--- src/hw/rtl/cfrt_pkg.sv ---
`default_nettype none

package cfrt_pkg;

   localparam int CFRT_CHORD_TYPES = 14;
   localparam int CFRT_SHAPES      = 14;
   localparam int CFRT_VOICES      = 4;
   localparam int CFRT_ROOTS       = 12;

   // tone code of an absent voice or an empty shape slot
   localparam logic [3:0] TONE_NONE = 4'd12;
   localparam logic [3:0] TYPE_DIM7 = 4'd9;

   // chord shapes built on C
   localparam logic [3:0] SHAPE_C [CFRT_SHAPES][4] = '{
      '{4'd0, 4'd4, 4'd7,  TONE_NONE},
      '{4'd0, 4'd3, 4'd7,  TONE_NONE},
      '{4'd0, 4'd4, 4'd8,  TONE_NONE},
      '{4'd0, 4'd3, 4'd6,  TONE_NONE},
      '{4'd0, 4'd4, 4'd9,  TONE_NONE},
      '{4'd0, 4'd3, 4'd9,  TONE_NONE},
      '{4'd0, 4'd4, 4'd7,  4'd10},
      '{4'd0, 4'd3, 4'd7,  4'd10},
      '{4'd0, 4'd3, 4'd6,  4'd10},
      '{4'd0, 4'd3, 4'd6,  4'd9},
      '{4'd0, 4'd4, 4'd8,  4'd10},
      '{4'd0, 4'd4, 4'd7,  4'd11},
      '{4'd0, 4'd4, 4'd7,  4'd2},
      '{4'd4, 4'd7, 4'd10, 4'd2}
   };

   typedef logic [CFRT_VOICES-1:0][3:0] tone_vec_type;

   typedef struct packed {
      logic       hit;
      logic [3:0] chord_type;
   } hit_type;

   // slot of a shape transposed to a root; empty slots stay empty
   function automatic logic [3:0] shape_tone(input logic [3:0] shape_idx,
                                             input logic [1:0] slot,
                                             input logic [3:0] root);
      logic [3:0] s;
      logic [4:0] sum;
      s   = SHAPE_C[shape_idx][slot];
      sum = {1'b0, s} + {1'b0, root};
      if (sum >= 5'd12) begin
         sum = sum - 5'd12;
      end
      if (s == TONE_NONE) begin
         return TONE_NONE;
      end
      return sum[3:0];
   endfunction

endpackage

`default_nettype wire

--- src/hw/rtl/cfrt_root_match.sv ---
`default_nettype none

module cfrt_root_match #(
   parameter int         CHORD_TYPES = cfrt_pkg::CFRT_CHORD_TYPES,
   parameter logic [3:0] ROOT        = 4'd0
) (
   input  cfrt_pkg::tone_vec_type tones,
   output cfrt_pkg::hit_type      result
);

   localparam int NumTypes = (CHORD_TYPES < cfrt_pkg::CFRT_SHAPES) ?
                             CHORD_TYPES : cfrt_pkg::CFRT_SHAPES;

   logic [NumTypes-1:0] type_hit;

   // every equal voice/slot pair counts; a match needs exactly four
   always_comb begin
      logic [4:0] pairs;
      for (int j = 0; j < NumTypes; j++) begin
         pairs = '0;
         for (int m = 0; m < cfrt_pkg::CFRT_VOICES; m++) begin
            for (int k = 0; k < 4; k++) begin
               if (tones[m] == cfrt_pkg::shape_tone(4'(j), 2'(k), ROOT)) begin
                  pairs = pairs + 5'd1;
               end
            end
         end
         type_hit[j] = (pairs == 5'd4);
      end
   end

   // lowest matching type wins
   always_comb begin
      result.hit        = |type_hit;
      result.chord_type = '0;
      for (int j = NumTypes - 1; j >= 0; j--) begin
         if (type_hit[j]) begin
            result.chord_type = 4'(j);
         end
      end
   end

endmodule

`default_nettype wire

--- config.mk ---
export PLATFORM = sky130hd
export DESIGN_NAME = cfrt_root_match
export DESIGN_NICKNAME = d
export VERILOG_FILES = /design/src/hw/rtl/cfrt_pkg.sv /design/src/hw/rtl/cfrt_root_match.sv
export SDC_FILE = /design/constraint.sdc
export NUM_CORES = 1
export LEC_CHECK = 0
export BUFFER_PORTS_ARGS = -buffer_cell sky130_fd_sc_hd__buf_4
export CAP_MARGIN = 0
export CORE_MARGIN = 2
export CORE_UTILIZATION = 25
export DETAILED_ROUTE_END_ITERATION = 12
export PLACE_DENSITY = 0.4
export SETUP_SLACK_MARGIN = 0.5
export SKIP_LAST_GASP = 1
export SYNTH_ARGS = -nofsm -noshare
export SYNTH_HDL_FRONTEND = slang
export SYNTH_SLANG_ARGS = --single-unit
--- constraint.sdc ---
create_clock -name vclk -period 23.8
set_input_delay 4.76 -clock vclk [all_inputs]
set_output_delay 4.76 -clock vclk [all_outputs]
set_load 0.1 [all_outputs]
==> results of run 1 <==
cells in the mapped netlist (all sizes together), types with 12 or more instances:
library cell | instances | area share (%)
a211oi | 35 | 1.7
a21boi | 12 | 0.52
a21o | 18 | 0.78
a21oi | 150 | 4.5
a22o | 17 | 0.86
a22oi | 37 | 1.7
a31oi | 35 | 1.3
a32oi | 12 | 0.83
and2 | 36 | 1.3
and3 | 28 | 1.0
and4b | 12 | 0.72
buf | 91 | 3.5
clkbuf | 68 | 1.5
ha | 179 | 13
inv | 104 | 2.3
mux2 | 20 | 1.3
mux2i | 41 | 2.4
nand2 | 256 | 5.6
nand2b | 29 | 1.1
nand3 | 70 | 2.0
nand3b | 15 | 0.73
nand4 | 27 | 0.98
nor2 | 217 | 4.8
nor2b | 33 | 1.2
nor3 | 51 | 1.7
nor3b | 17 | 0.90
nor4 | 21 | 1.1
nor4b | 13 | 1.0
o211ai | 34 | 1.6
o21a | 20 | 0.87
o21ai | 88 | 2.6
o22ai | 41 | 1.6
o31ai | 19 | 1.0
or2 | 17 | 0.62
or3 | 17 | 0.62
or3b | 13 | 0.66
xnor2 | 220 | 13
xnor3 | 22 | 2.9
xor2 | 69 | 4.1
worst paths after layout:
path | start | end | cells after the start
worst max-delay path | tones[2] | result[1] | 56
worst min-delay path | tones[15] | result[0] | 9
cell usage in the layout, fill, tap and decap left out, types with 17 or more instances in the layout:
cell,instances
o22ai_1,39
a22o_1,17
buf_4,66
a31oi_1,34
xnor3_1,19
nor2_1,212
nand3_1,70
a22oi_1,33
xnor2_2,26
mux2_2,19
a211oi_1,32
o21ai_0,71
nand4_1,27
mux2i_1,41
and3_1,28
o21ai_1,17
ha_1,179
nor3_1,45
nand2_1,256
nand2b_1,28
o211ai_1,31
a21o_1,18
inv_1,101
or3_1,17
xor2_1,57
and2_1,32
o21a_1,20
a21oi_1,144
nor2b_1,33
xnor2_1,190
metrics by stage:
step | total power, mW | cells | worst slack [ns] | util, %
2_1_floorplan | 0.360 | 2385 | 1.76 | -
3_3_place_gp | 0.460 | 3174 | 2.02 | 26.4
3_5_place_dp | 0.468 | 3174 | 2.05 | 26.4
4_1_cts | 0.470 | 3174 | 2.03 | 26.4
5_1_grt | 0.522 | 3174 | 1.06 | 26.4
6_report | 0.471 | 3174 | 2.00 | 26.4
power groups by stage:
stage          combinational [mW]  clock [mW]  sequential (mW)
5_1_grt                     0.522           0                0
3_3_place_gp                0.460           0                0
6_report                    0.471           0                0
4_1_cts                     0.470           0                0
3_5_place_dp                0.468           0                0
2_1_floorplan               0.360           0                0
layout make-up:
| type | instances | area [um^2] | area share, % |
|---|---|---|---|
| multi-input cells | 2122 | 16100 | 89.0 |
| well taps | 882 | 1100 | 6.11 |
| repair buffers | 66 | 495 | 2.74 |
| inverters | 104 | 390 | 2.16 |
kinds of logic (layout without fill, tap and decap cells):
logic type,Yosys count,after routing,synth area share [%]
AND/OR/NAND/NOR,934,934,29.6
AO/OA/AOI/OAI,630,630,26.1
XOR/XNOR,314,314,20.2
buffers and inverters,263,170,7.20
adder cells (fa/ha/maj),183,183,13.2
multiplexers,61,61,3.69
layer usage:
layer / vias to the layer above / part of all wire, %
met3: 92 / 3.2
met1: 8908 / 45
met4: 0 / 2.6
met2: 419 / 49
li1: 8563 / -
met5: - / 0
==> qor.yml, run 1 <==
power_switching_mw: 0.296
netSwitchingFraction_pct: 62.8
max_stage_delay_ns: 0.61
ant_nets: 0
gp_congestion: 0.885
crit_required_ns: 19.04
hp-class: "input port to primary output"
drcViolationCount: 0
gr-usage-met2_pct: 35.4
avgRoutedWirePerCell_um: 22.5
p_per_area_nw_per_um2: 26.1
finalHoldViolCount: 0
ff_latch_area_um2: 0
antennaDiodeCount: 0
grt_start_max_net_pins: 57
dieArea_um2: 71000
rsz0062_at_grt: "no"
cpMostUsedCell: "ha_1"
syn_inst: 2385
grt_busiest_layer: "met2"
overflow: 0
clkbuf_count: 0
syn_avg_cell_area_um2: 7.22
use_met3_pct: 0.397
p_int_mw: 0.175
place_hpwl_um: 56600
grtUsageTotal_pct: 19.6
path_delay_family: "adder cells"
final_area_um2: 18100
wirelength_um: 71300
finalCriticalPeriod_ns: 21.80
post_cts_buffers: 0
die_y_um: 267
first_pass_iters: 5
synth_cell_types: 136
slew_headroom_pct: 23.6
drv_cap: 0
ys_seq_area_share_pct: 0
grt_pass1_vias: 17900
pwr-share-comb_pct: 100.0
finalHoldWorstSlack_ns: 10.70
synth_nets: 2580
antenna_found_initial: 0
io_pins: 21
port_buffers: 21
fin_setup_tns_ns: 0
die_w_um: 267
report.final.slew_viol_count: 0
vias_per_cell: 5.67
seq_cell_count: 0
path_buf_inv: 8
grt_pass1_wl_um: 109000
p_leak_nw: 7.32
max_slew.worst_pin.slew_ns: 1.14
synth_area_um2: 17200
critPathMaxFanout: 36
num_vias: 18000
setup_violations: 0
core-area_um2: 68500
period_share_pct: 91.6
nets: 2489
slowest_stage: "nor3_1"
ctsHoldBuffers: 0
drt-initial-drc-count: 1333
drive_above_1_share_pct: 10.6
p_clk_share_pct: 0
grtUsageMet1_pct: 25.8
worstSetupPathType: "input port to primary output"
cts_resized: 0
core.rowCount: 96
ys_warn_count: 0
status: "completed"
syn2layout_area_growth_pct: 4.78
max_clock_freq_mhz: 45.9
start_util_pct: 25.2
placed_cell_area_um2: 18100
end_kind: "primary output"
ir_worst_vdd_v: 0.0000214
cp_data_arrival_time_ns: 17.04
critPathLaunchType: "input port"
fillers: 7490
pwr-share-seq_pct: 0
No activity file was read; power rests on OpenSTA's default activity.
==> inputs of run 2 (changes only) <==
--- a/config.mk
+++ b/config.mk
@@ -5,6 +5,7 @@
 export SDC_FILE = /design/constraint.sdc
 export NUM_CORES = 1
 export LEC_CHECK = 0
+export ABC_AREA = 1
 export BUFFER_PORTS_ARGS = -buffer_cell sky130_fd_sc_hd__buf_4
 export CAP_MARGIN = 0
 export CORE_MARGIN = 2
==> qor.yml, run 2 <==
status: "completed"
finalCriticalPeriod_ns: 20.48
fillers: 7391
period_share_pct: 86.0
vias_per_cell: 4.51
final_util_pct: 26.8
start_util_pct: 25.2
max_clock_freq_mhz: 48.8
critPathMaxFanout: 9
nets: 3276
gp_congestion: 0.766
core-area_um2: 61500
first_pass_iters: 5
synth_cell_types: 61
pwr-share-comb_pct: 100.0
ys_top_cells_by_count: "nand2_1 (1141), inv_1 (480), nor2_1 (278), nand3_1 (275), ha_1 (179)"
place_hpwl_um: 38400
netSwitchingFraction_pct: 68.6
grt_pass1_vias: 17400
overflow: 0
clkbuf_count: 0
pwr-share-seq_pct: 0
ctsHoldBuffers: 0
critPathLaunchType: "input port"
hold_start: "tones[13]"
syn_avg_cell_area_um2: 5.00
report.final.slew_viol_count: 0
cp_data_arrival_time_ns: 15.72
synth_nets: 3292
max_slew.worst_pin.slew_ns: 0.989
ir_worst_vdd_v: 0.0000219
ys_seq_area_share_pct: 0
seq_cell_count: 0
num_vias: 17400
ys_warn_count: 0
setup_violations: 0
p_int_mw: 0.0990
ant_nets: 0
ff_latch_area_um2: 0
grt_start_max_net_pins: 48
max_stage_delay_ns: 0.39
die_y_um: 253
cts_resized: 0
cpMostUsedCell: "nand2_1"
synth_area_um2: 15500
die_w_um: 253
antennaDiodeCount: 0
hold_depth: 10
syn_inst: 3097
grt_pass1_wl_um: 76800
hp-class: "input port to primary output"
grtUsageTotal_pct: 14.1
synth_top_cell_by_area: "nand2_1"
mostFrequentLayoutCell: "nand2_1"
drive_above_1_share_pct: 11.3
fin_setup_tns_ns: 0
worstSetupPathType: "input port to primary output"
hold_path_end: "result[2]"
avgRoutedWirePerCell_um: 11.2
io_pins: 21
synth_area_leaders: "nand2_1 (28%), ha_1 (14%), inv_1 (12%)"
finalHoldViolCount: 0
dieArea_um2: 64000
crit_required_ns: 19.04
p_per_area_nw_per_um2: 19.1
post_cts_buffers: 0
drt-initial-drc-count: 610
power_switching_mw: 0.216
path_delay_family: "simple AND/OR/NAND/NOR gates"
wirelength_um: 43500
antenna_found_initial: 0
drv_cap: 0
core.rowCount: 91
p_leak_nw: 9.65
slew_headroom_pct: 33.8
synth_top_area_share_pct: 27.7
port_buffers: 21
drcViolationCount: 0
p_clk_share_pct: 0
slowest_stage: "ha_1"
end_kind: "primary output"
multiInputGateArea_um2: 13000
rsz0062_at_grt: "no"
mostFrequentLayoutCells: "nand2_1 (1141), inv_1 (480), nor2_1 (276), nand3_1 (275), ha_1 (179)"
path_buf_inv: 10
syn2layout_area_growth_pct: 6.37
synthMostInstantiatedCell: "nand2_1"
==> run 2: cell count changes in the layout (fill, tap and decap cells not counted), sizes merged, moves of 81 or more <==
| cell | before | now |
|---|---|---|
| nand2 | 256 | 1246 |
| inv | 104 | 557 |
| nand3 | 70 | 285 |
| xnor2 | 220 | 18 |
| a21oi | 150 | 34 |
| nor2 | 217 | 298 |
==> run 2: metrics by stage <==
stage / cells / cell area [um^2] / setup WS [ns] / hold slack (ns) / power (mW)
finish: 3869 / 16500 / 3.32 / 10.65 / 0.315
floorplan: 3097 / 15500 / 3.68 / 10.33 / 0.258
CTS: 3869 / 16500 / 3.24 / 10.67 / 0.322
global route: 3869 / 16500 / 2.23 / 10.76 / 0.378
global placement: 3869 / 16500 / 3.29 / 10.67 / 0.322
detailed placement: 3869 / 16500 / 3.28 / 10.67 / 0.321
==> run 2: layer usage <==
metal | routed length, um | track usage (%) | part of all wire (%) | up-vias
met5 | 0 | 0 | 0 | -
met4 | 119 | 0.389 | 0.27 | 0
met3 | 486 | 0.144 | 1.1 | 11
met2 | 21600 | 28.1 | 50 | 76
met1 | 21300 | 17.6 | 49 | 7715
li1 | - | - | - | 9642
==> run 2: tightest hold or removal path, stage by stage <==
cell and delay (ns):
buf_4 0.11, nor3_2 0.04, buf_4 0.17, nand2_1 0.09, a21oi_1 0.04, nor2_1 0.09, nand2_1 0.14, nand4_1 0.14
a21oi_1 0.07, buf_4 0.22
==> run 2: cell type report <==
cell class	instances	share of cell area (%)
Inverter	566	12.9
Multi-Input combinational cell	2470	79.1
Timing Repair Buffer	43	1.96
Tap cell	790	6.00
==> run 2: worst max-delay path by stage <==
stage	startpoint	end	slack, ns	cells after the start
4_1_cts	tones[1]	result[0]	3.24	68
3_3_place_gp	tones[1]	result[0]	3.29	68
3_5_place_dp	tones[1]	result[0]	3.28	68
2_1_floorplan	tones[1]	result[1]	3.68	60
6_report	tones[1]	result[0]	3.32	68
5_1_grt	tones[1]	result[0]	2.23	68
==> run 2: kinds of logic after synthesis <==
group           Yosys count  synth area share, %
simple gates           2012                 57.1
buf+inv                 627                 15.9
compound gates          224                 9.23
fa+ha+maj               179                 14.5
xor+xnor                 55                 3.35
==> run 2: power by group through the flow <==
stage / Sequential (mW) / Clock [mW] / Combinational [mW]
floorplan: 0 / 0 / 0.258
finish: 0 / 0 / 0.315
CTS: 0 / 0 / 0.322
global route: 0 / 0 / 0.378
global placement: 0 / 0 / 0.322
detailed placement: 0 / 0 / 0.321
==> inputs of run 3 (changes only) <==
--- a/config.mk
+++ b/config.mk
@@ -11,7 +11,7 @@
 export CORE_MARGIN = 2
 export CORE_UTILIZATION = 25
 export DETAILED_ROUTE_END_ITERATION = 12
-export PLACE_DENSITY = 0.4
+export PLACE_DENSITY = 0.36
 export SETUP_SLACK_MARGIN = 0.5
 export SKIP_LAST_GASP = 1
 export SYNTH_ARGS = -nofsm -noshare
==> qor.yml, run 3 (synthesis results as in run 2) <==
status: "completed"
ant_nets: 0
fin_setup_tns_ns: 0
drt-initial-drc-count: 680
ff_latch_area_um2: 0
setup_violations: 0
slowest_stage: "ha_1"
hp-class: "input port to primary output"
drcViolationCount: 0
first_pass_iters: 5
antennaDiodeCount: 0
max_slew.worst_pin.slew_ns: 0.914
syn2layout_area_growth_pct: 6.48
clkbuf_count: 0
report.final.slew_viol_count: 0
p_leak_nw: 9.66
p_total_mw: 0.322
critPathLaunchType: "input port"
vias_per_cell: 4.67
ctsHoldBuffers: 0
overflow: 0
cpMostUsedCell: "nand2_1"
cp_data_arrival_time_ns: 15.75
end_kind: "primary output"
mostFrequentLayoutCells: "nand2_1 (1141), inv_1 (480), nor2_1 (276), nand3_1 (275), ha_1 (179)"
avgRoutedWirePerCell_um: 12.1
die_y_um: 253
wirelength_um: 46800
num_vias: 18100
finalCriticalPeriod_ns: 20.51
ir_worst_vdd_v: 0.0000154
max_stage_delay_ns: 0.39
drive_above_1_share_pct: 11.4
hold_path_end: "result[2]"
seq_cell_count: 0
grt_pass1_vias: 18000
p_per_area_nw_per_um2: 19.5
dieArea_um2: 64000
fillers: 7109
nets: 3279
core-area_um2: 61500
finalHoldViolCount: 0
slew_headroom_pct: 38.8
worstSetupPathType: "input port to primary output"
port_buffers: 21
grt_pass1_wl_um: 79800
antenna_found_initial: 0
mostFrequentLayoutCell: "nand2_1"
multiInputGateArea_um2: 13000
post_cts_buffers: 0
grtUsageTotal_pct: 14.7
gp_congestion: 0.831
period_share_pct: 86.2
drv_cap: 0
die_w_um: 253
grt_start_max_net_pins: 45
hold_depth: 10
start_util_pct: 25.2
rsz0062_at_grt: "no"
cts_resized: 0
crit_required_ns: 19.04
place_hpwl_um: 40800
io_pins: 21
max_clock_freq_mhz: 48.8
critPathMaxFanout: 9
core.rowCount: 91
hold_start: "tones[13]"
## run 3: cell count changes in the layout (fill, tap and decap cells not counted)
cell	previous run	this run
buf_4	43	46
nor3_1	18	19
nor3_2	5	4
## run 3: metal layers
layer / vias to the layer above / share of wire, % / global-route usage (%)
met5: - / 0 / 0
met4: 0 / 0.95 / 1.59
met3: 34 / 0.84 / 0.134
met2: 116 / 52 / 29.9
met1: 8283 / 47 / 17.5
li1: 9638 / - / -
## run 3: worst max-delay path, delay by kind of cell
kind,cells,cell delay [ns]
compound gates,6,1.18
fa+ha+maj,14,3.96
simple gates,38,4.63
buf+inv,10,1.17
## run 3: stage by stage
step                      hold WS (ns)  area, um^2  utilization, %  cells  setup slack, ns
after floorplan                  10.33       15500               -   3097             3.68
after global placement           10.71       16500            26.8   3872             3.48
after detailed placement         10.71       16500            26.8   3872             3.33
after CTS                        10.71       16500            26.8   3872             3.30
after global routing             10.79       16500            26.8   3872             2.31
final                            10.69       16500            26.8   3872             3.29
## run 3: final cells by class
type / instances / share of cell area, %
multi-input cells: 2470 / 79.0
repair buffers: 46 / 2.09
inverters: 566 / 12.9
well taps: 790 / 5.99
## run 3: how the worst max path moves through the flow
stage	cells after the start	from	to	slack, ns
after floorplan	60	tones[1]	result[1]	3.68
after global placement	68	tones[1]	result[0]	3.48
after detailed placement	68	tones[1]	result[0]	3.33
after CTS	68	tones[1]	result[0]	3.30
after global routing	68	tones[1]	result[0]	2.31
final	68	tones[1]	result[0]	3.29
## run 3: where the power goes
part           internal (mW)  switching (mW)
Clock                      0               0
Sequential                 0               0
Combinational          0.100           0.222
Total                  0.100           0.222
